**config.mk**
```make
export PLATFORM = sky130hd
export DESIGN_NAME = rscn_ctrl
export DESIGN_NICKNAME = d
export VERILOG_FILES = /design/src/hw/rtl/rscn_pkg.sv /design/src/hw/rtl/rscn_ctrl.sv
export SDC_FILE = /design/constraint.sdc
export NUM_CORES = 1
export LEC_CHECK = 0
export BUFFER_PORTS_ARGS = -buffer_cell sky130_fd_sc_hd__buf_2
export CAP_MARGIN = 20
export CORE_UTILIZATION = 45
export CTS_BUF_LIST = sky130_fd_sc_hd__clkbuf_4 sky130_fd_sc_hd__clkbuf_8
export CTS_CLUSTER_DIAMETER = 80
export DETAILED_ROUTE_END_ITERATION = 7
export PLACE_DENSITY = 0.7
export SYNTH_ARGS = -nofsm -noshare
export SYNTH_HDL_FRONTEND = slang
export SYNTH_SLANG_ARGS = --single-unit
```
**constraint.sdc**
```tcl
create_clock -name clock -period 3.4 [get_ports clock]
set_input_delay 0.34 -clock clock [delete_from_list [all_inputs] [get_ports clock]]
set_output_delay 0.34 -clock clock [all_outputs]
set_load 0.01 [all_outputs]
```
**src/hw/rtl/rscn_pkg.sv**
```systemverilog
package rscn_pkg;

   localparam int IN_W            = 16;
   localparam int CN0_W           = 17;
   localparam int CFG_W           = 16;
   localparam int CSR_IDX_W       = 2;
   localparam int MAX_SAMPLE_BITS = 24;
   localparam int DB_K_W          = 26;

   // 10*log10(2) * 256 * 2^32 / 2^16
   localparam logic [DB_K_W-1:0] DB_PER_LOG2 = 26'd50504453;
   localparam logic [15:0] NSR_LIMIT       = 16'd40960;
   localparam logic [15:0] GAIN_RESET      = 16'd655;
   localparam logic [15:0] BW_RESET        = 16'd7680;
   localparam logic [15:0] INIT_CN0_RESET  = 16'd10240;

   localparam logic SEL_FIRST  = 1'b0;
   localparam logic SEL_SECOND = 1'b1;

   typedef enum logic [CSR_IDX_W-1:0] {
      CSR_AVG_GAIN     = 2'd0,
      CSR_BANDWIDTH_DB = 2'd1,
      CSR_INITIAL_CN0  = 2'd2
   } csr_index_type;

   typedef enum logic [4:0] {
      ST_IDLE, ST_SQI, ST_SQQ, ST_WACC,
      ST_DIVN_LD, ST_DIVN_RUN, ST_DIVT_LD, ST_DIVT_RUN,
      ST_GN_LD, ST_GN_RUN, ST_GT_LD, ST_GT_RUN,
      ST_CHK, ST_LN_RUN, ST_LS_LD, ST_LS_RUN,
      ST_DB_LD, ST_DB_RUN, ST_OUT_W, ST_OUT
   } state_type;

   typedef enum logic [4:0] {
      OP_NONE, OP_LOAD, OP_SQUARE, OP_WACC,
      OP_DIV_LOAD, OP_DIV_STEP, OP_DIV_STORE,
      OP_MUL_GAIN, OP_MUL_DB, OP_MUL_STEP, OP_AVG_UPD,
      OP_NORM_LOAD, OP_NORM_STEP, OP_LOG_STORE, OP_DB_STORE,
      OP_NSR_HI, OP_NSR_LO, OP_OUT
   } op_type;

   typedef struct packed {
      op_type op;
      logic   sel;
   } dp_cmd_type;

   typedef struct packed {
      logic warm_zero;
      logic warm_last;
      logic div_done;
      logic mul_done;
      logic norm_done;
      logic t_le_n;
      logic n_zero;
   } dp_status_type;

   // log2(1 + k/32) in Q16
   function automatic logic [16:0] log2_tab(input logic [5:0] k);
      logic [16:0] v;
      case (k)
         6'd0:  v = 17'd0;
         6'd1:  v = 17'd2909;
         6'd2:  v = 17'd5732;
         6'd3:  v = 17'd8473;
         6'd4:  v = 17'd11136;
         6'd5:  v = 17'd13727;
         6'd6:  v = 17'd16248;
         6'd7:  v = 17'd18704;
         6'd8:  v = 17'd21098;
         6'd9:  v = 17'd23433;
         6'd10: v = 17'd25711;
         6'd11: v = 17'd27936;
         6'd12: v = 17'd30109;
         6'd13: v = 17'd32234;
         6'd14: v = 17'd34312;
         6'd15: v = 17'd36346;
         6'd16: v = 17'd38336;
         6'd17: v = 17'd40286;
         6'd18: v = 17'd42196;
         6'd19: v = 17'd44068;
         6'd20: v = 17'd45904;
         6'd21: v = 17'd47705;
         6'd22: v = 17'd49472;
         6'd23: v = 17'd51207;
         6'd24: v = 17'd52911;
         6'd25: v = 17'd54584;
         6'd26: v = 17'd56229;
         6'd27: v = 17'd57845;
         6'd28: v = 17'd59434;
         6'd29: v = 17'd60997;
         6'd30: v = 17'd62534;
         6'd31: v = 17'd64047;
         6'd32: v = 17'd65536;
         default: v = 17'd0;
      endcase
      return v;
   endfunction

endpackage

```
**src/hw/rtl/rscn_ctrl.sv**
```systemverilog
module rscn_ctrl (
   input  logic                    clock,
   input  logic                    reset,
   input  logic                    req_valid,
   output logic                    req_ready,
   input  logic                    rsp_ready,
   output logic                    rsp_valid,
   input  rscn_pkg::dp_status_type status,
   output rscn_pkg::dp_cmd_type    cmd
);
   import rscn_pkg::*;

   state_type state_ff, state_in;
   logic      rsp_valid_ff, rsp_valid_in;
   logic      out_free;

   assign out_free  = !rsp_valid_ff || rsp_ready;
   assign rsp_valid = rsp_valid_ff;

   always_comb begin
      state_in = state_ff;
      case (state_ff)
         ST_IDLE:     if (req_valid) state_in = ST_SQI;
         ST_SQI:      state_in = ST_SQQ;
         ST_SQQ:      state_in = status.warm_zero ? ST_GN_LD : ST_WACC;
         ST_WACC:     state_in = status.warm_last ? ST_DIVN_LD : ST_OUT_W;
         ST_DIVN_LD:  state_in = ST_DIVN_RUN;
         ST_DIVN_RUN: if (status.div_done) state_in = ST_DIVT_LD;
         ST_DIVT_LD:  state_in = ST_DIVT_RUN;
         ST_DIVT_RUN: if (status.div_done) state_in = ST_OUT_W;
         ST_GN_LD:    state_in = ST_GN_RUN;
         ST_GN_RUN:   if (status.mul_done) state_in = ST_GT_LD;
         ST_GT_LD:    state_in = ST_GT_RUN;
         ST_GT_RUN:   if (status.mul_done) state_in = ST_CHK;
         ST_CHK:      state_in = (status.t_le_n || status.n_zero) ? ST_OUT : ST_LN_RUN;
         ST_LN_RUN:   if (status.norm_done) state_in = ST_LS_LD;
         ST_LS_LD:    state_in = ST_LS_RUN;
         ST_LS_RUN:   if (status.norm_done) state_in = ST_DB_LD;
         ST_DB_LD:    state_in = ST_DB_RUN;
         ST_DB_RUN:   if (status.mul_done) state_in = ST_OUT;
         ST_OUT_W:    if (out_free) state_in = ST_IDLE;
         ST_OUT:      if (out_free) state_in = ST_IDLE;
         default:     state_in = ST_IDLE;
      endcase
   end

   always_comb begin
      cmd.op    = OP_NONE;
      cmd.sel   = SEL_FIRST;
      req_ready = 1'b0;
      case (state_ff)
         ST_IDLE: begin
            req_ready = 1'b1;
            if (req_valid) cmd.op = OP_LOAD;
         end
         ST_SQI: cmd.op = OP_SQUARE;
         ST_SQQ: begin
            cmd.op  = OP_SQUARE;
            cmd.sel = SEL_SECOND;
         end
         ST_WACC:     cmd.op = OP_WACC;
         ST_DIVN_LD:  cmd.op = OP_DIV_LOAD;
         ST_DIVN_RUN: cmd.op = status.div_done ? OP_DIV_STORE : OP_DIV_STEP;
         ST_DIVT_LD: begin
            cmd.op  = OP_DIV_LOAD;
            cmd.sel = SEL_SECOND;
         end
         ST_DIVT_RUN: begin
            cmd.op  = status.div_done ? OP_DIV_STORE : OP_DIV_STEP;
            cmd.sel = SEL_SECOND;
         end
         ST_GN_LD:  cmd.op = OP_MUL_GAIN;
         ST_GN_RUN: cmd.op = status.mul_done ? OP_AVG_UPD : OP_MUL_STEP;
         ST_GT_LD: begin
            cmd.op  = OP_MUL_GAIN;
            cmd.sel = SEL_SECOND;
         end
         ST_GT_RUN: begin
            cmd.op  = status.mul_done ? OP_AVG_UPD : OP_MUL_STEP;
            cmd.sel = SEL_SECOND;
         end
         ST_CHK: begin
            if (status.t_le_n) cmd.op = OP_NSR_HI;
            else if (status.n_zero) cmd.op = OP_NSR_LO;
            else cmd.op = OP_NORM_LOAD;
         end
         ST_LN_RUN: cmd.op = status.norm_done ? OP_LOG_STORE : OP_NORM_STEP;
         ST_LS_LD: begin
            cmd.op  = OP_NORM_LOAD;
            cmd.sel = SEL_SECOND;
         end
         ST_LS_RUN: begin
            cmd.op  = status.norm_done ? OP_LOG_STORE : OP_NORM_STEP;
            cmd.sel = SEL_SECOND;
         end
         ST_DB_LD:  cmd.op = OP_MUL_DB;
         ST_DB_RUN: cmd.op = status.mul_done ? OP_DB_STORE : OP_MUL_STEP;
         ST_OUT_W: begin
            cmd.sel = SEL_SECOND;
            if (out_free) cmd.op = OP_OUT;
         end
         ST_OUT: if (out_free) cmd.op = OP_OUT;
         default: cmd.op = OP_NONE;
      endcase
   end

   assign rsp_valid_in = (cmd.op == OP_OUT) || (rsp_valid_ff && !rsp_ready);

   always_ff @(posedge clock) begin
      if (reset) begin
         state_ff     <= ST_IDLE;
         rsp_valid_ff <= 1'b0;
      end else begin
         state_ff     <= state_in;
         rsp_valid_ff <= rsp_valid_in;
      end
   end

endmodule

```
==> impl_summary.txt <==
----------------------------------------------------
[Logic synthesis]
  Synthesis-stage register bit count ... 6
  Fraction of the yosys area taken by sequential cells ... 0.164
  Post-synth top area share ... 0.164
  Syn_area_per_cell ... 6.80 µm²
  Number of warnings issued by yosys ... 0
  Main area contributors after synthesis ... sky130_fd_sc_hd__dfxtp_1 16%, sky130_fd_sc_hd__a21oi_1 6.1%, sky130_fd_sc_hd__nand3_1 5.5%
  List of most frequent post-synthesis cells ... 9 x sky130_fd_sc_hd__a21oi_1, 9 x sky130_fd_sc_hd__nor2_1, 8 x sky130_fd_sc_hd__clkbuf_1, 8 x sky130_fd_sc_hd__nand3_1, 8 x sky130_fd_sc_hd__o21ai_0
  Synthesized cell area ... 734 µm²
  Dominant combinational cell family by area after synthesis ... simple AND/OR/NAND/NOR gates
  Number of enable-type register cells in the synthesized netlist ... 0
  Async set-or-reset flop fraction in the synthesized netlist ... 0
  Synth cell types ... 39
  Nets in the synthesized netlist ... approximately 120
  Library cell with the largest summed area after synthesis ... sky130_fd_sc_hd__dfxtp_1
  Compound-gate portion of the synthesized area ... 0.293
  Adder-cell area share of the yosys netlist ... 0
  XOR/XNOR share of the synthesized area ... 0
  Simple logic cell fraction of the synthesized area ... 0.429
  Mux contribution to synthesized area ... 0.0273
  Cells after synthesis ... between 100 and 150
  Most used flip-flop cell after synthesis ... sky130_fd_sc_hd__dfxtp_1

[GRT]
  Overall global routing resource usage ... 0.219
  Wire length of the first global-routing pass ... just over 3000 µm
  Gr ovfl total ... 0
  Pin count of the biggest net entering global routing ... 22
  Vias in the first global route ... between 700 and 800
  Antenna violations before repair ... 0

[Finish]
  Number of fillers in the final layout ... between 150 and 200
  ANT cells ... 0
  Layout overhead on the synthesized area ... 11.4%
  Layout cells sized above 1 ... 0.202
  Area occupied by multi-input gates ... around 550 µm²
  Layout Cells excl Fill ... ~140
  Fin util ... 0.537
  Number of nets in the layout ... 132
  Storage element area ... 120 µm²

[Pwr]
  Leakage power of the design ... between 0.0003 and 0.0004 µW
  Power density over the cells ... between 600 and 700 nW/µm²
  Worst vdd ir ... 0.000259 V

[Place]
  Port Buffer Count ... 18
  Final estimated routing congestion in global placement ... approximately 0.90
  Post-placement cell count ... 132
  Final HPWL DP ... 1410 µm

[STA]
  Count of final hold-check violations ... 0
  Slew at the pin closest to its max-slew limit ... between 0.6 and 0.7 ns
  Maximum clock skew at final layout ... 0.00331 ns
  Fmax ... about 400 MHz
  Final worst path period share ... 0.735
  Final Slew Violations ... 0
  Final min period ... approximately 2.5 ns
  RSZ-0062 raised after global routing ... no
  Total negative slack for setup checks ... 0 ns
  Worst max-slew margin expressed relative to the limit ... 0.563
  Number of endpoints failing setup at the final stage ... 0

[Die]
  Core outline area ... ~1500 µm²
  Die width ... about 42 µm
  Floorplan die area ... ~1800 µm²
  Std cell rows ... 14
  Initial Utilization ... 0.482
  Total I/O pin count ... 19
  Y dimension of the die ... 42.4 µm

[Clocking]
  Register clock-pin slew on the reported worst setup and hold paths ... around 0.05 ns
  TritonCTS clock tree ... yes
  Deepest clock path buffer count ... 2
  Post-cts sizing count ... 0
  Clock latency on the worst-skew pair ... 0.24 ns
  Hold_buf cts ... 0
  H-Tree Depth ... 1
  Clock tree root driver cell ... sky130_fd_sc_hd__clkbuf_4
  Number of buffers created by CTS ... 3
  Number of post-CTS setup repair buffers ... 0
  # clock sinks ... 6

[Setup path]
  Critical path's largest stage delay ... between 0.6 and 0.7 ns
  Start point of the critical path ... state_ff[4]
  Slowest cell on the critical path ... sky130_fd_sc_hd__dfxtp_1
  Crit Path Max Fanout ... 18
  Startpoint of the lowest-slack register-to-register path ... state_ff[2]
  Required time at the worst-slack endpoint ... ~3.1 ns
  Type of element capturing the critical path ... primary output
  CP Cell Sequence ... nor2b_1, o21ai_1, o211ai_1, or3_1, buf_2
  Category of the most critical setup path ... reg -> out
  Kind of launch point of the worst setup path ... register
  Arrival time at the worst endpoint ... about 2.2 ns

[Routing]
  Pre-antenna DRT Iters ... 4
  Average wire per cell in the routed design ... approximately 14 µm
  Total via count in the routed design ... 859
  Remaining antenna violation count ... 0
  Wire length reported by the detailed router ... 1930 µm
  Average via count per standard cell ... ~6.4
  DRC errors left ... 0
  Starting DRT DRC Count ... 32

[Hold path]
  Min-Delay Startpoint ... reset
  Kind of path behind the tightest hold check ... in -> reg

[Run status]
  Result of the run ... finished, final reports clean

[Job]
  Number of maximum-capacitance constraint violations ... 0

----------------------------------------------------
## state kept, by name, indices dropped and copies added (netlist names)
signal / flops
rsp_valid: 1
state_ff: 5
## worst max-delay path, delay by kind of cell, from the launching register on
family	cells	cell delay (ns)
flops	1	0.67
simple gates	2	0.57
compound gates	2	0.53
buf+inv	1	0.14
## logic make-up (layout without fill, tap and decap cells)
group | Yosys count | after routing
buf+inv | 14 | 25
flops | 6 | 6
mux | 2 | 2
compound gates | 34 | 34
simple gates | 52 | 52
## cell type report
class,instances,share of cell area
repair buffers,18,0.110
inverters,4,0.0183
clock buffers,3,0.0275
flip-flops and latches,6,0.147
multi-input cells,88,0.673
well taps,16,0.0245
## per-stage QoR
| step | worst slack, ns | total power, µW | area (µm²) | hold WS, ns |
|---|---|---|---|---|
| global route | 0.768 | 592 | 818 | 0.338 |
| CTS | 0.931 | 541 | 818 | 0.326 |
| floorplan | 1.55 | 397 | 734 | 0.409 |
| detailed placement | 1.19 | 473 | 796 | 0.519 |
| finish | 0.900 | 544 | 818 | 0.340 |
| global placement | 1.25 | 469 | 796 | 0.498 |
## per-layer routing
layer,vias up,global-route usage,wire (µm)
met2,48,0.338,927
met3,8,0.0388,121
met5,-,0,0
li1,429,-,-
met1,374,0.283,843
met4,0,0.125,38
## cells in the final DEF (no fill, tap or decap), types with 3 or more instances in the layout
cell type	n
sky130_fd_sc_hd__inv_1	4
sky130_fd_sc_hd__nand4_1	3
sky130_fd_sc_hd__nand3_1	8
sky130_fd_sc_hd__clkbuf_4	3
sky130_fd_sc_hd__nor3b_1	3
sky130_fd_sc_hd__a21oi_1	9
sky130_fd_sc_hd__nand2_1	7
sky130_fd_sc_hd__nor2_1	9
sky130_fd_sc_hd__dfxtp_1	6
sky130_fd_sc_hd__nand4b_1	3
sky130_fd_sc_hd__o21ai_0	8
sky130_fd_sc_hd__nor2b_1	5
sky130_fd_sc_hd__nand2b_1	4
sky130_fd_sc_hd__buf_2	18
## report_power, final
part           leakage (µW)  switching, µW  internal [µW]
Sequential        0.0000489           73.9           85.9
Clock             0.0000138           25.2           39.9
Combinational      0.000283            161            158
Total              0.000345            260            284
## worst paths after layout
path,to,slack (ns),cells past startpoint
hold / removal,rsp_valid,0.34,2
setup reg to reg,state_ff[0],1.40,5
setup / recovery,cmd[1],0.90,5
hold reg to reg,rsp_valid,0.52,2
Note: power is estimated with default switching activity, not from simulation.
