===== src/hw/rtl/rscn_pkg.sv =====
package rscn_pkg;

   localparam int IN_W            = 16;
   localparam int CN0_W           = 17;
   localparam int CFG_W           = 16;
   localparam int CSR_IDX_W       = 2;
   localparam int MAX_SAMPLE_BITS = 24;
   localparam int DB_K_W          = 26;

   // 10*log10(2) * 256 * 2^32 / 2^16
   localparam logic [DB_K_W-1:0] DB_PER_LOG2 = 26'd50504453;
   localparam logic [15:0] NSR_LIMIT       = 16'd40960;
   localparam logic [15:0] GAIN_RESET      = 16'd655;
   localparam logic [15:0] BW_RESET        = 16'd7680;
   localparam logic [15:0] INIT_CN0_RESET  = 16'd10240;

   localparam logic SEL_FIRST  = 1'b0;
   localparam logic SEL_SECOND = 1'b1;

   typedef enum logic [CSR_IDX_W-1:0] {
      CSR_AVG_GAIN     = 2'd0,
      CSR_BANDWIDTH_DB = 2'd1,
      CSR_INITIAL_CN0  = 2'd2
   } csr_index_type;

   typedef enum logic [4:0] {
      ST_IDLE, ST_SQI, ST_SQQ, ST_WACC,
      ST_DIVN_LD, ST_DIVN_RUN, ST_DIVT_LD, ST_DIVT_RUN,
      ST_GN_LD, ST_GN_RUN, ST_GT_LD, ST_GT_RUN,
      ST_CHK, ST_LN_RUN, ST_LS_LD, ST_LS_RUN,
      ST_DB_LD, ST_DB_RUN, ST_OUT_W, ST_OUT
   } state_type;

   typedef enum logic [4:0] {
      OP_NONE, OP_LOAD, OP_SQUARE, OP_WACC,
      OP_DIV_LOAD, OP_DIV_STEP, OP_DIV_STORE,
      OP_MUL_GAIN, OP_MUL_DB, OP_MUL_STEP, OP_AVG_UPD,
      OP_NORM_LOAD, OP_NORM_STEP, OP_LOG_STORE, OP_DB_STORE,
      OP_NSR_HI, OP_NSR_LO, OP_OUT
   } op_type;

   typedef struct packed {
      op_type op;
      logic   sel;
   } dp_cmd_type;

   typedef struct packed {
      logic warm_zero;
      logic warm_last;
      logic div_done;
      logic mul_done;
      logic norm_done;
      logic t_le_n;
      logic n_zero;
   } dp_status_type;

   // log2(1 + k/32) in Q16
   function automatic logic [16:0] log2_tab(input logic [5:0] k);
      logic [16:0] v;
      case (k)
         6'd0:  v = 17'd0;
         6'd1:  v = 17'd2909;
         6'd2:  v = 17'd5732;
         6'd3:  v = 17'd8473;
         6'd4:  v = 17'd11136;
         6'd5:  v = 17'd13727;
         6'd6:  v = 17'd16248;
         6'd7:  v = 17'd18704;
         6'd8:  v = 17'd21098;
         6'd9:  v = 17'd23433;
         6'd10: v = 17'd25711;
         6'd11: v = 17'd27936;
         6'd12: v = 17'd30109;
         6'd13: v = 17'd32234;
         6'd14: v = 17'd34312;
         6'd15: v = 17'd36346;
         6'd16: v = 17'd38336;
         6'd17: v = 17'd40286;
         6'd18: v = 17'd42196;
         6'd19: v = 17'd44068;
         6'd20: v = 17'd45904;
         6'd21: v = 17'd47705;
         6'd22: v = 17'd49472;
         6'd23: v = 17'd51207;
         6'd24: v = 17'd52911;
         6'd25: v = 17'd54584;
         6'd26: v = 17'd56229;
         6'd27: v = 17'd57845;
         6'd28: v = 17'd59434;
         6'd29: v = 17'd60997;
         6'd30: v = 17'd62534;
         6'd31: v = 17'd64047;
         6'd32: v = 17'd65536;
         default: v = 17'd0;
      endcase
      return v;
   endfunction

endpackage


===== src/hw/rtl/rscn_dp.sv =====
module rscn_dp #(
   parameter int SAMPLE_BITS = 16,
   parameter int INIT_COUNT  = 20
) (
   input  logic                                clock,
   input  logic                                reset,
   input  rscn_pkg::dp_cmd_type                cmd,
   output rscn_pkg::dp_status_type             status,
   input  logic signed [rscn_pkg::IN_W-1:0]    in_phase,
   input  logic signed [rscn_pkg::IN_W-1:0]    quadrature,
   input  logic                                csr_write,
   input  logic [rscn_pkg::CSR_IDX_W-1:0]      csr_index,
   input  logic [rscn_pkg::CFG_W-1:0]          csr_data,
   output logic signed [rscn_pkg::CN0_W-1:0]   cn0_estimate,
   output logic                                warming_up
);
   import rscn_pkg::*;

   localparam int SQ_W      = 2 * SAMPLE_BITS;
   localparam int AW        = 2 * SAMPLE_BITS + 16;
   localparam int PW        = AW + DB_K_W;
   localparam int EW        = $clog2(AW);
   localparam int LW        = EW + 17;
   localparam int DIV_STEPS = (AW + 15) / 16;
   localparam int DVW       = 16 * DIV_STEPS;
   localparam int DCW       = $clog2(DIV_STEPS + 1);
   localparam int RW        = 6;
   localparam int DV_W      = RW + 16;
   localparam int RK        = DV_W + RW;
   localparam int WL_W      = $clog2(INIT_COUNT + 1);
   localparam logic [RK:0] RECIP =
      (RK + 1)'(((64'd1 << RK) + 64'(INIT_COUNT - 1)) / 64'(INIT_COUNT));

   // configuration
   logic [15:0] gain_ff, gain_in, bw_ff, bw_in, icn0_ff, icn0_in;
   // state
   logic [AW-1:0]   noise_ff, noise_in, total_ff, total_in;
   logic [WL_W-1:0] warm_ff, warm_in;
   // working registers
   logic [SAMPLE_BITS-1:0] abs_i_ff, abs_i_in, abs_q_ff, abs_q_in;
   logic [SQ_W-1:0]        i2_ff, i2_in, q2_ff, q2_in;
   logic [DVW-1:0]         quo_ff, quo_in;
   logic [RW-1:0]          rem_ff, rem_in;
   logic [DCW-1:0]         dcnt_ff, dcnt_in;
   logic [PW-1:0]          a_ff, a_in, prod_ff, prod_in;
   logic [DB_K_W-1:0]      b_ff, b_in;
   logic                   dir_ff, dir_in, neg_ff, neg_in;
   logic [AW-1:0]          norm_ff, norm_in;
   logic [EW-1:0]          exp_ff, exp_in;
   logic [LW-1:0]          log_a_ff, log_a_in, mag_ff, mag_in;
   logic signed [16:0]     nsr_ff, nsr_in;
   logic signed [CN0_W-1:0] cn0_ff, cn0_in;
   logic                   wout_ff, wout_in;

   // combinational helpers
   logic [MAX_SAMPLE_BITS-1:0] ext_i, ext_q;
   logic [SAMPLE_BITS-1:0]     s_i, s_q, sq_op;
   logic [SQ_W-1:0]            sq;
   logic [SQ_W:0]              psum;
   logic [AW-1:0]              x_n, x_t, x_sel, avg_sel, mag, gstep, upd;
   logic                       x_ge;
   logic [PW-1:0]              gain_rnd, db_rnd;
   logic [DV_W-1:0]            dv, dqn;
   logic [DV_W+RK:0]           dq_prod;
   logic [15:0]                dq;
   logic [15:0]                f;
   logic [16:0]                tab_a, tab_b;
   logic [11:0]                tab_d;
   logic [22:0]                ip_prod;
   logic [11:0]                ip;
   logic [LW-1:0]              log_cur;
   logic signed [LW:0]         dval;
   logic [PW-33:0]             db_w;
   logic [15:0]                dbm;
   logic signed [17:0]         cn0_w;

   assign ext_i = {{(MAX_SAMPLE_BITS - IN_W){1'b0}}, in_phase};
   assign ext_q = {{(MAX_SAMPLE_BITS - IN_W){1'b0}}, quadrature};
   assign s_i   = ext_i[SAMPLE_BITS-1:0];
   assign s_q   = ext_q[SAMPLE_BITS-1:0];

   assign sq_op = (cmd.sel == SEL_SECOND) ? abs_q_ff : abs_i_ff;
   assign sq    = sq_op * sq_op;
   assign psum  = {1'b0, i2_ff} + {1'b0, q2_ff};

   // exponential average
   assign x_n      = AW'(q2_ff) << 9;
   assign x_t      = AW'(psum) << 8;
   assign x_sel    = (cmd.sel == SEL_SECOND) ? x_t : x_n;
   assign avg_sel  = (cmd.sel == SEL_SECOND) ? total_ff : noise_ff;
   assign x_ge     = x_sel >= avg_sel;
   assign mag      = x_ge ? (x_sel - avg_sel) : (avg_sel - x_sel);
   assign gain_rnd = prod_ff + (PW'(1) << 15);
   assign gstep    = gain_rnd[AW+15:16];
   assign upd      = dir_ff ? (avg_sel + gstep) : (avg_sel - gstep);

   // divide by the warm-up count, 16 quotient bits a cycle by reciprocal multiply
   assign dv      = {rem_ff, quo_ff[DVW-1 -: 16]};
   assign dq_prod = {{(RK + 1){1'b0}}, dv} * {{DV_W{1'b0}}, RECIP};
   assign dq      = dq_prod[RK +: 16];
   assign dqn     = {{RW{1'b0}}, dq} * DV_W'(INIT_COUNT);

   // log2 of the normalized value
   assign f       = norm_ff[AW-2 -: 16];
   assign tab_a   = log2_tab({1'b0, f[15:11]});
   assign tab_b   = log2_tab({1'b0, f[15:11]} + 6'd1);
   assign tab_d   = 12'(tab_b - tab_a);
   assign ip_prod = tab_d * f[10:0];
   assign ip      = 12'((ip_prod + 23'd1024) >> 11);
   assign log_cur = (LW'(exp_ff) << 16) + LW'(tab_a) + LW'(ip);
   assign dval    = $signed({1'b0, log_a_ff}) - $signed({1'b0, log_cur});

   assign db_rnd = prod_ff + (PW'(1) << 31);
   assign db_w   = db_rnd[PW-1:32];
   assign dbm    = (db_w > (PW - 32)'(NSR_LIMIT)) ? NSR_LIMIT : db_w[15:0];

   assign cn0_w = {{2{bw_ff[15]}}, bw_ff} - {nsr_ff[16], nsr_ff};

   always_comb begin
      gain_in  = gain_ff;
      bw_in    = bw_ff;
      icn0_in  = icn0_ff;
      noise_in = noise_ff;
      total_in = total_ff;
      warm_in  = warm_ff;
      abs_i_in = abs_i_ff;
      abs_q_in = abs_q_ff;
      i2_in    = i2_ff;
      q2_in    = q2_ff;
      quo_in   = quo_ff;
      rem_in   = rem_ff;
      dcnt_in  = dcnt_ff;
      a_in     = a_ff;
      b_in     = b_ff;
      prod_in  = prod_ff;
      dir_in   = dir_ff;
      neg_in   = neg_ff;
      norm_in  = norm_ff;
      exp_in   = exp_ff;
      log_a_in = log_a_ff;
      mag_in   = mag_ff;
      nsr_in   = nsr_ff;
      cn0_in   = cn0_ff;
      wout_in  = wout_ff;

      if (csr_write) begin
         case (csr_index)
            CSR_AVG_GAIN:     gain_in = csr_data;
            CSR_BANDWIDTH_DB: bw_in   = csr_data;
            CSR_INITIAL_CN0:  icn0_in = csr_data;
            default:          gain_in = gain_ff;
         endcase
      end

      case (cmd.op)
         OP_LOAD: begin
            abs_i_in = s_i[SAMPLE_BITS-1] ? (~s_i + 1'b1) : s_i;
            abs_q_in = s_q[SAMPLE_BITS-1] ? (~s_q + 1'b1) : s_q;
         end
         OP_SQUARE: begin
            if (cmd.sel == SEL_SECOND) q2_in = sq;
            else i2_in = sq;
         end
         OP_WACC: begin
            noise_in = noise_ff + (AW'(q2_ff) << 8);
            total_in = total_ff + (AW'(psum) << 8);
            warm_in  = warm_ff - 1'b1;
         end
         OP_DIV_LOAD: begin
            quo_in  = DVW'((cmd.sel == SEL_SECOND) ? total_ff : (noise_ff << 1));
            rem_in  = '0;
            dcnt_in = DCW'(DIV_STEPS);
         end
         OP_DIV_STEP: begin
            rem_in  = RW'(dv - dqn);
            quo_in  = {quo_ff[DVW-17:0], dq};
            dcnt_in = dcnt_ff - 1'b1;
         end
         OP_DIV_STORE: begin
            if (cmd.sel == SEL_SECOND) total_in = quo_ff[AW-1:0];
            else noise_in = quo_ff[AW-1:0];
         end
         OP_MUL_GAIN: begin
            a_in    = PW'(mag);
            b_in    = DB_K_W'(gain_ff);
            prod_in = '0;
            dir_in  = x_ge;
         end
         OP_MUL_DB: begin
            a_in    = PW'(mag_ff);
            b_in    = DB_PER_LOG2;
            prod_in = '0;
         end
         OP_MUL_STEP: begin
            if (b_ff[0]) prod_in = prod_ff + a_ff;
            a_in = a_ff << 1;
            b_in = b_ff >> 1;
         end
         OP_AVG_UPD: begin
            if (cmd.sel == SEL_SECOND) total_in = upd;
            else noise_in = upd;
         end
         OP_NORM_LOAD: begin
            norm_in = (cmd.sel == SEL_SECOND) ? (total_ff - noise_ff) : noise_ff;
            exp_in  = EW'(AW - 1);
         end
         OP_NORM_STEP: begin
            norm_in = norm_ff << 1;
            exp_in  = exp_ff - 1'b1;
         end
         OP_LOG_STORE: begin
            if (cmd.sel == SEL_SECOND) begin
               neg_in = dval[LW];
               mag_in = dval[LW] ? LW'(-dval) : LW'(dval);
            end else begin
               log_a_in = log_cur;
            end
         end
         OP_DB_STORE: nsr_in = neg_ff ? -$signed({1'b0, dbm}) : $signed({1'b0, dbm});
         OP_NSR_HI:   nsr_in = $signed({1'b0, NSR_LIMIT});
         OP_NSR_LO:   nsr_in = -$signed({1'b0, NSR_LIMIT});
         OP_OUT: begin
            if (cmd.sel == SEL_SECOND) begin
               cn0_in  = {icn0_ff[15], icn0_ff};
               wout_in = 1'b1;
            end else begin
               if (cn0_w[17] != cn0_w[16]) cn0_in = cn0_w[17] ? 17'h10000 : 17'h0ffff;
               else cn0_in = cn0_w[16:0];
               wout_in = 1'b0;
            end
         end
         default: wout_in = wout_ff;
      endcase
   end

   always_ff @(posedge clock) begin
      if (reset) begin
         gain_ff  <= GAIN_RESET;
         bw_ff    <= BW_RESET;
         icn0_ff  <= INIT_CN0_RESET;
         noise_ff <= '0;
         total_ff <= '0;
         warm_ff  <= WL_W'(INIT_COUNT);
      end else begin
         gain_ff  <= gain_in;
         bw_ff    <= bw_in;
         icn0_ff  <= icn0_in;
         noise_ff <= noise_in;
         total_ff <= total_in;
         warm_ff  <= warm_in;
      end
   end

   always_ff @(posedge clock) begin
      abs_i_ff <= abs_i_in;
      abs_q_ff <= abs_q_in;
      i2_ff    <= i2_in;
      q2_ff    <= q2_in;
      quo_ff   <= quo_in;
      rem_ff   <= rem_in;
      dcnt_ff  <= dcnt_in;
      a_ff     <= a_in;
      b_ff     <= b_in;
      prod_ff  <= prod_in;
      dir_ff   <= dir_in;
      neg_ff   <= neg_in;
      norm_ff  <= norm_in;
      exp_ff   <= exp_in;
      log_a_ff <= log_a_in;
      mag_ff   <= mag_in;
      nsr_ff   <= nsr_in;
      cn0_ff   <= cn0_in;
      wout_ff  <= wout_in;
   end

   assign status.warm_zero = (warm_ff == '0);
   assign status.warm_last = (warm_ff == WL_W'(1));
   assign status.div_done  = (dcnt_ff == '0);
   assign status.mul_done  = (b_ff == '0);
   assign status.norm_done = norm_ff[AW-1];
   assign status.t_le_n    = (total_ff <= noise_ff);
   assign status.n_zero    = (noise_ff == '0);

   assign cn0_estimate = cn0_ff;
   assign warming_up   = wout_ff;

endmodule


===== config.mk =====
export PLATFORM = sky130hd
export DESIGN_NAME = rscn_dp
export DESIGN_NICKNAME = d
export VERILOG_FILES = /design/src/hw/rtl/rscn_pkg.sv /design/src/hw/rtl/rscn_dp.sv
export SDC_FILE = /design/constraint.sdc
export NUM_CORES = 2
export LEC_CHECK = 0
export BUFFER_PORTS_ARGS = -buffer_cell sky130_fd_sc_hd__buf_2
export CAP_MARGIN = 20
export CORE_UTILIZATION = 50
export CTS_CLUSTER_DIAMETER = 80
export CTS_CLUSTER_SIZE = 8
export DETAILED_ROUTE_END_ITERATION = 16
export HOLD_SLACK_MARGIN = 0.03
export PLACE_DENSITY = 0.63
export SKIP_CTS_REPAIR_TIMING = 1
export SKIP_LAST_GASP = 1
export SYNTH_ARGS = -nofsm -noshare
export SYNTH_HDL_FRONTEND = slang
export SYNTH_SLANG_ARGS = --single-unit

===== constraint.sdc =====
create_clock -name clock -period 36.1 [get_ports clock]
set_input_delay 1.805 -clock clock [delete_from_list [all_inputs] [get_ports clock]]
set_output_delay 1.805 -clock clock [all_outputs]
set_load 0.01 [all_outputs]

==> insert_results.sql <==
INSERT INTO impl_metrics (metric_group, metric, value, unit) VALUES
('placed_design', 'place.detailed.hpwl', '179000', 'um'),
('die', 'floorplan.rows', '136', ''),
('route', 'drt-initial-drc-count', '5670', ''),
('logic_synthesis', 'synth_largest_area_cell', 'edfxtp_1', ''),
('logic_synthesis', 'synthesis_stage_register_bit_count', '626', ''),
('worst_setup_path', 'launching_instance_or_port_of_the_critical_path', 'norm_ff[42]$_DFFE_PN_', ''),
('route', 'drtPass1Iterations', '6', ''),
('logic_synthesis', 'ys_types', '110', ''),
('timing', 'setup_repair_after_global_routing_missed_its_margin', 'false', ''),
('layout', 'fin_nets', '9280', ''),
('worst_setup_path', 'timing.reg2reg.setup_slack', '21.10', 'ns'),
('worst_setup_path', 'reg_to_reg_critical_path_endpoint', 'mag_ff[21]$_DFFE_PP_', ''),
('logic_synthesis', 'synthesis.yosys.warnings', '0', ''),
('timing', 'tns', '0', 'ns'),
('worst_setup_path', 'timing.critical_path.fanout_max', '25', ''),
('worst_setup_path', 'r2r.worst_path.cells', '54', ''),
('grt', 'initial_antenna_violation_count', '5', ''),
('logic_synthesis', 'synth.top_cells.by_count', 'inv_1 (853), ha_1 (768), nand2_1 (737), a21oi_1 (677), nor2_1 (659)', ''),
('timing', 'timing_max_transition_violations_final', '0', ''),
('layout', 'area_growth_syn_to_layout', '6.94', '%'),
('logic_synthesis', 'number_of_enable_flip_flop_cells_after_synthesis', '461', ''),
('placed_design', 'post_placement_worst_setup_slack', '21.17', 'ns'),
('cts', 'cts.root.buffer_cell', 'clkbuf_16', ''),
('route', 'route.vias.total', '60000', ''),
('status', 'status', 'completed', ''),
('grt', 'grt_max_degree', '98', ''),
('worst_setup_path', 'start_kind', 'flip-flop', ''),
('timing', 'timing.final.crit_share', '41.5', '%'),
('timing', 'slew_headroom', '27.5', '%'),
('logic_synthesis', 'seq_area_frac_synth', '24.6', '%'),
('worst_setup_path', 'worst-path-buf-inv', '8', ''),
('placed_design', 'dp.cells', '9824', ''),
('grt', 'globalRouteTotalUtil', '31.4', '%'),
('logic_synthesis', 'synth.net_count', '9367', ''),
('worst_setup_path', 'cp-end-kind', 'flip-flop', ''),
('cts', 'clk_path_buf_depth', '3', ''),
('route', 'drt_wl_total', '224000', 'um'),
('cts', 'clk_pin_slew', '0.05', 'ns'),
('worst_setup_path', 'critical_path.top_delay_family', 'adder cells', ''),
('grt', 'grt_overflow', '0', ''),
('die', 'horizontal_die_dimension', '376', 'um'),
('timing', 'clock_skew', '0.0209', 'ns'),
('flow_run', 'timing.max_cap.violations', '0', ''),
('layout', 'n_antenna_cell', '0', ''),
('layout', 'post_route_cells_drive_above_1_share', '4.98', '%'),
('timing', 'hold_violations', '0', ''),
('grt', 'grt_pass1_vias', '58600', ''),
('grt', 'global_route_wire_length_before_repair', '344000', 'um'),
('worst_setup_path', 'critical_path.slowest_cell', 'edfxtp_1', ''),
('worst_setup_path', 'worst-endpoint-required', '36.57', 'ns'),
('worst_setup_path', 'criticalPathCategory', 'flip-flop to flip-flop', ''),
('cts', 'cts_htree_levels', '3', ''),
('worst_setup_path', 'cpMostUsedCell', 'inv_1', ''),
('logic_synthesis', 'post_synth.cell_area_avg', '8.57', 'um^2'),
('route', 'drcViolationCount', '0', ''),
('logic_synthesis', 'yosys_top_cell_area_share', '19.8', '%'),
('logic_synthesis', 'synth_area_leaders', 'edfxtp_1 (20%), ha_1 (14%), fa_1 (11%)', ''),
('placed_design', 'routabilityCongestion', '0.996', ''),
('worst_setup_path', 'r2r_start', 'norm_ff[42]$_DFFE_PN_', ''),
('min_path', 'worst_hold_path_type', 'flip-flop to flip-flop', ''),
('die', 'die-height', '376', 'um'),
('logic_synthesis', 'post-synth-top-count-cell', 'inv_1', ''),
('timing', 'period_minus_slack', '15.00', 'ns'),
('worst_setup_path', 'critPathCapture', 'mag_ff[21]$_DFFE_PP_', ''),
('worst_setup_path', 'critical-path-max-stage-delay', '0.92', 'ns'),
('worst_setup_path', 'timing.critical_path.depth', '54', ''),
('die', 'design.core.area', '138000', 'um^2'),
('worst_setup_path', 'cp.arrival', '15.46', 'ns'),
('logic_synthesis', 'dominantRegCellSynth', 'edfxtp_1', ''),
('route', 'ant_nets', '0', ''),
('die', 'start_util', '50.6', '%');
-- per-layer routing --
metal	vias up	part of all wire [%]	wire, um	global-route usage (%)
met2	2132	45	100000	49.8
li1	28300	-	-	-
met3	489	6.8	15300	4.77
met1	29000	43	96500	42.0
met4	6	5.3	11900	15.0
met5	-	0.042	95	0.343
-- cell type report --
class	count	area [um^2]
Fill cell	12900	63400
Multi-Input combinational cell	6319	48200
Sequential cell	626	17100
Inverter	864	3240
Clock buffer	151	2540
Tap cell	1863	2330
Timing Repair Buffer	157	1030
Clock inverter	8	113
-- worst min-delay path, delay by kind of cell, from the launching register on --
kind | cells | cell delay [ns]
flip-flops | 1 | 0.30
AND/OR/NAND/NOR | 1 | 0.05
AO/OA/AOI/OAI | 1 | 0.05
-- state kept, by name, summed over array words and instances, names as in the netlist, 23 cells and up --
name / flops
prod_ff: 74
a_ff: 74
norm_ff: 48
q2_ff: 31
noise_ff: 48
total_ff: 48
log_a_ff: 23
mag_ff: 23
b_ff: 26
i2_ff: 31
quo_ff: 48
-- per-stage QoR --
step                      util (%)  instance area, um^2
after detailed placement      52.1                71900
after global routing          54.1                74600
final                         54.1                74600
after global placement        52.1                71900
after floorplan                  -                69800
after CTS                     54.0                74600
-- worst min-delay path by stage --
stage	slack [ns]	cells after the start	end	from
CTS	0.45	2	icn0_ff[15]$_SDFFE_PP0P_	icn0_ff[15]$_SDFFE_PP0P_
detailed placement	0.44	2	icn0_ff[15]$_SDFFE_PP0P_	icn0_ff[15]$_SDFFE_PP0P_
global placement	0.44	2	bw_ff[0]$_SDFFE_PP0P_	bw_ff[0]$_SDFFE_PP0P_
floorplan	0.43	2	icn0_ff[15]$_SDFFE_PP0P_	icn0_ff[15]$_SDFFE_PP0P_
finish	0.45	2	icn0_ff[15]$_SDFFE_PP0P_	icn0_ff[15]$_SDFFE_PP0P_
global route	0.47	2	icn0_ff[7]$_SDFFE_PP0P_	icn0_ff[7]$_SDFFE_PP0P_
-- placed cells by master, fill, tap and decap left out, types with 101 or more instances in the layout --
cell type  synthesis  layout
and3_1           101     101
nor3_1           141     135
xnor2_1          386     386
edfxtp_1         461     461
dfxtp_1          165     165
inv_1            853     853
xor2_1           184     184
o21ai_0          452     450
nand2_1          737     733
nor2_1           659     654
nand3_1          136     136
a21oi_1          677     676
and2_1           121     120
fa_1             395     395
ha_1             768     768
a21o_1           236     236
-- logic make-up (layout without fill, tap and decap cells) --
family                     after synthesis  after routing  synth area share (%)
adders and majority gates             1178           1178                  25.3
buffers and inverters                 1200           1180                  6.51
xor gates and xnor gates               572            572                  7.20
DFF                                    626            626                  24.6
AOI/OAI and AO/OA                     2093           2093                  18.8
and+or+nand+nor                       2373           2373                  16.1
muxes                                  103            103                  1.56
Power is left out: the tool's default activity adds up to more than one toggle a clock period on the data nets, which glitch-free logic cannot reach.
